===== config.mk =====
export PLATFORM = sky130hd
export DESIGN_NAME = vtp_fifo
export DESIGN_NICKNAME = d
export VERILOG_FILES = /design/src/rtl/vtp_pkg.sv /design/src/rtl/vtp_fifo.sv
export SDC_FILE = /design/constraint.sdc
export NUM_CORES = 1
export LEC_CHECK = 0
export BUFFER_PORTS_ARGS = -buffer_cell sky130_fd_sc_hd__buf_2
export CELL_PAD_IN_SITES_DETAIL_PLACEMENT = 1
export CELL_PAD_IN_SITES_GLOBAL_PLACEMENT = 1
export CORE_MARGIN = 2
export CORE_UTILIZATION = 50
export DETAILED_ROUTE_END_ITERATION = 7
export GPL_TIMING_DRIVEN = 0
export PLACE_DENSITY = 0.79
export SYNTH_ARGS = -nofsm -noshare
export SYNTH_HDL_FRONTEND = slang
export SYNTH_SLANG_ARGS = --single-unit

===== constraint.sdc =====
create_clock -name clk -period 4.55 [get_ports clk]
set_input_delay 0.6825 -clock clk [delete_from_list [all_inputs] [get_ports clk]]
set_output_delay 0.6825 -clock clk [all_outputs]
set_load 0.01 [all_outputs]

===== src/rtl/vtp_pkg.sv =====
// vtp_pkg: shared widths, constants, register codes and word types
// for the vertex transform and projection unit; no dependencies
package vtp_pkg;

	localparam int FRAC_BITS = 16;
	localparam int IN_W      = 24;           // model coordinate width
	localparam int SC_W      = 24;           // scale register width
	localparam int TRIG_W    = 18;           // sine / cosine register width
	localparam int PIX_W     = 13;           // screen size register width
	localparam int SCR_W     = 19;           // screen coordinate width
	localparam int DEP_W     = 24;           // depth output width

	localparam int XW  = 33;                 // scaled coordinate
	localparam int RW  = 36;                 // rotated coordinate
	localparam int ZW  = 37;                 // depth after z shift
	localparam int DW  = 36;                 // divisor magnitude
	localparam int MW  = 37;                 // width times cos 30
	localparam int ML_W = 20;                // low part of projection factor
	localparam int MH_W = MW - ML_W;         // high part of projection factor
	localparam int NW  = 54;                 // numerator
	localparam int QW  = 21;                 // quotient bits (one per divider step)
	localparam int RMW = DW + 1;             // trial remainder

	localparam int QDEPTH = 4;
	localparam int QAW    = $clog2(QDEPTH);

	localparam logic [23:0] COS30_Q24 = 24'd14529495;
	localparam int NEAR_MAG = ((1 << FRAC_BITS) + 5) / 10;
	localparam logic [QW-1:0] QUOT_CAP = QW'(1 << 20);

	typedef enum logic [2:0] {
		REG_SCALE       = 3'd0,
		REG_COS_TILT    = 3'd1,
		REG_SIN_TILT    = 3'd2,
		REG_COS_SPIN    = 3'd3,
		REG_SIN_SPIN    = 3'd4,
		REG_SHIFT_DEPTH = 3'd5,
		REG_VIEW_WIDTH  = 3'd6,
		REG_VIEW_HEIGHT = 3'd7
	} reg_idx_t;

	typedef struct packed {
		logic        [SC_W-1:0]   scale;
		logic signed [TRIG_W-1:0] cos_tilt;
		logic signed [TRIG_W-1:0] sin_tilt;
		logic signed [TRIG_W-1:0] cos_spin;
		logic signed [TRIG_W-1:0] sin_spin;
		logic signed [IN_W-1:0]   shift_depth;
		logic        [PIX_W-1:0]  view_width;
		logic        [PIX_W-1:0]  view_height;
		logic        [MW-1:0]     proj_m;
	} cfg_t;

	// view-space vertex handed from the front to the back
	typedef struct packed {
		logic signed [RW-1:0]    vx;
		logic signed [RW-1:0]    vy;
		logic        [DW-1:0]    dmag;
		logic signed [DEP_W-1:0] depth;
		logic                    front;
		logic                    last;
	} vtx_t;

endpackage


===== src/rtl/vtp_fifo.sv =====
// vtp_fifo: short queue of view-space vertices between front and back
// depends on vtp_pkg
module vtp_fifo import vtp_pkg::*; (
	input  logic clk,
	input  logic arst_n,
	input  logic push,
	input  vtx_t push_data,
	input  logic pop,
	output vtx_t pop_data,
	output logic full,
	output logic empty
);

	vtx_t            mem_q [QDEPTH];
	logic [QAW-1:0]  wr_ptr_q, rd_ptr_q;
	logic [QAW:0]    count_q;

	assign full     = count_q == (QAW+1)'(QDEPTH);
	assign empty    = count_q == '0;
	assign pop_data = mem_q[rd_ptr_q];

	always_ff @(posedge clk or negedge arst_n) begin
		if (!arst_n) begin
			wr_ptr_q <= '0;
			rd_ptr_q <= '0;
			count_q  <= '0;
		end else begin
			if (push) wr_ptr_q <= wr_ptr_q + 1'b1;
			if (pop)  rd_ptr_q <= rd_ptr_q + 1'b1;
			if (push && !pop) count_q <= count_q + 1'b1;
			else if (pop && !push) count_q <= count_q - 1'b1;
		end
	end

	always_ff @(posedge clk) begin
		if (push) mem_q[wr_ptr_q] <= push_data;
	end

endmodule


==> metrics.csv <==
metric;value;unit
synth_seq_cells;543;
synth_top_cell_area_share;0.818;
synthesis.area_per_instance;26.8;µm²
critical_path_sink_type;output pin;
rows;72;
tritoncts_clock_tree;done;
multi_input_gate_area;3230;µm²
route.detailed.wl_per_inst;25.4;µm
nNetsFinal;1217;
rr_startpoint;wr_ptr_q[1];
initial_core_util;0.508;
area_growth_synth_to_finish;20.8;%
route.final.wire_length;41.7;mm
finalCriticalPeriod;3110;ps
finalCritPeriodShare;0.683;
crit_path_start_kind;flip-flop;
drt_iter0_drc;576;
run_status;completed;
synth.lib_cells_used.distinct;19;
groute.usage.overall;0.209;
fmax;322;MHz
post_synth_main_area_contributors;edfxtp_1 (82%), mux4_2 (15%), dfrtp_1 (0.89%);
power.static_leakage;8.17;nW
r2r_cells;5;
synth.cell_area;19700;µm²
syn_inst;734;
remaining_drc_errors;0;
die_h;202;µm
via_count;9016;
reg2reg_to;mem_q[1][90];
die_area;41000;µm²
fill_cells;3266;
pre_cts_ws;1940;ps
hold_viol_final;0;
antenna_found_initial;6;
drive_above_1_share;0.472;
first_global_vias;10100;
post_layout_nonfiller_instances;1639;
hold_end;mem_q[1][11];
io-pin-count;274;
worst_skew_pair.late_latency;600;ps
numClockSinks;543;
largest_incremental_delay_on_the_critical_path;370;ps
drtPass1Iterations;5;
vdd_ir_drop_max;372;µV
tritoncts.num_buffers;55;
max_cap_violation_count;0;
drt.antenna.violating_nets;0;
crit_top_cell;buf_2;
relSlewSlack;0.494;
grt_setup_unrepaired;no;
timing.hold.worst.class;in -> reg;
placeableCoreArea;38700;µm²
holdWs;293;ps
grt_start_max_net_pins;53;
grt_overflow_total;0;
seq_area_frac_synth;0.827;
r2r_setup_slack;2230;ps
synth_warnings;0;
finalClockSkew;30.5;ps
critPathSlowestCell;mux4_2;
worstMarginPinSlew;759;ps
synth_nets;878;
critical_path_arrival;2420;ps
setup_slack;1440;ps
vias_per_cell;5.50;
crit_chain;buf_2 > buf_2 > buf_2 > mux4_2 > buf_2;
powerDensity;668;nW/µm²
clock_tree.htree_level_count;2;
required;3870;ps
synth_largest_area_cell;edfxtp_1;
grt_first_pass_wirelength;63.4;mm
hold_start;push_data[11];
worst_hold_path.num_cells;1;
number_of_buffers_on_the_longest_clock_path;3;
dpl.cell_count;1533;
cts-root-buf;clkbuf_16;
dp_hpwl;26.3;mm
worst-path-max-fanout;10;
globalplace.congestion;0.677;
clk_pin_slew_worst_setup_hold_paths;60;ps
number_of_post_cts_setup_repair_buffers;0;
setup_viol_count_final;0;
timing.setup.critical_path_class;reg -> out;
buffer_ports.inserted;273;
die-width;202;µm
layout.area.seq;16300;µm²
timing.final.max_slew_violations;0;
==> layer usage <==
metal / vias up / GRT usage / wire length [µm]
li1: 3870 / - / -
met1: 4769 / 0.270 / 16200
met2: 313 / 0.355 / 21600
met3: 56 / 0.0543 / 2990
met4: 8 / 0.0560 / 817
met5: - / 0 / 58
==> worst max path at each step <==
stage,cells after the start,to,slack [ps],from
6_report,5,pop_data[99],1440,rd_ptr_q[1]
3_5_place_dp,4,mem_q[1][86],1940,push
3_3_place_gp,2,mem_q[0][85],-2500,push
4_1_cts,5,pop_data[99],1320,rd_ptr_q[1]
5_1_grt,5,pop_data[61],1250,rd_ptr_q[1]
2_1_floorplan,1,mem_q[1][0],290,push
==> synthesized netlist by cell type (all sizes together) <==
| master | number |
|---|---|
| fa | 1 |
| inv | 4 |
| nor3b | 1 |
| mux2 | 1 |
| nor2 | 1 |
| nor3 | 1 |
| o21ai | 1 |
| buf | 23 |
| mux4 | 134 |
| clkbuf | 7 |
| edfxtp | 536 |
| ha | 5 |
| and2 | 4 |
| nand2 | 2 |
| dfrtp | 7 |
| xnor2 | 2 |
| xor2 | 4 |
==> power breakdown <==
group          total [W]  switching, W  internal (W)
clock network    0.00454       0.00185       0.00270
registers        0.00677      0.000229       0.00654
logic            0.00458       0.00253       0.00205
total             0.0159       0.00460        0.0113
==> registers in the layout (all words and copies together) (netlist names) <==
signal	count
mem_q	536
rd_ptr_q	2
wr_ptr_q	2
count_q	3
==> cells in the final DEF (no fill, tap or decap) <==
| master | instances |
|---|---|
| inv_8 | 1 |
| o21ai_0 | 1 |
| clkinv_1 | 10 |
| buf_16 | 8 |
| nor3_1 | 1 |
| dlygate4sd3_1 | 1 |
| dfrtp_1 | 7 |
| edfxtp_1 | 536 |
| nor3b_1 | 1 |
| clkbuf_8 | 5 |
| mux4_2 | 134 |
| clkbuf_16 | 55 |
| and2_4 | 4 |
| diode_2 | 2 |
| nand2_1 | 2 |
| bufinv_16 | 7 |
| clkbuf_1 | 15 |
| clkinvlp_4 | 1 |
| ha_1 | 5 |
| clkinv_2 | 13 |
| fa_1 | 1 |
| xor2_1 | 4 |
| buf_4 | 1 |
| buf_6 | 6 |
| inv_6 | 3 |
| inv_1 | 4 |
| nor2_1 | 1 |
| buf_2 | 289 |
| xnor2_1 | 2 |
| mux2_2 | 1 |
==> worst max-delay path, delay by kind of cell, from the launching register on <==
family                 cells  cell delay, ps
buffers and inverters      4            1130
flip-flops                 1             310
multiplexers               1             370
==> stage by stage <==
step | power [W] | setup TNS, ps | instance area, µm² | utilization
after floorplan | 0.00972 | 0 | 19700 | -
after global placement | 0.0115 | -1313260 | 21700 | 0.560
after detailed placement | 0.0116 | 0 | 21900 | 0.566
after CTS | 0.0161 | 0 | 23800 | 0.614
after global routing | 0.0166 | 0 | 23800 | 0.614
final | 0.0159 | 0 | 23800 | 0.614
==> final cells by class <==
type                            count  area share
Antenna cell                        2    0.000210
Buffer                             30     0.00763
Clock buffer                       68      0.0620
Clock inverter                     35      0.0150
Inverter                            4    0.000631
Multi-Input combinational cell    157       0.136
Sequential cell                   543       0.684
Tap cell                          518      0.0273
Timing Repair Buffer              282      0.0671
==> logic make-up after synthesis <==
group / count (synthesis) / synth area share
AO/OA/AOI/OAI: 1 / 0.000254
XOR/XNOR: 6 / 0.00267
adder cells (fa/ha/maj): 6 / 0.00420
buffers and inverters: 34 / 0.00998
flip-flops: 543 / 0.827
multiplexers: 135 / 0.154
AND/OR/NAND/NOR: 9 / 0.00248
==> timing repair <==
| item | in CTS | in global routing |
|---|---|---|
| resized for setup | 0 | 0 |
| hold buffers | 1 | 0 |
| hold endpoints to repair | 7 | 0 |
Power figures use the tool's default switching activity.
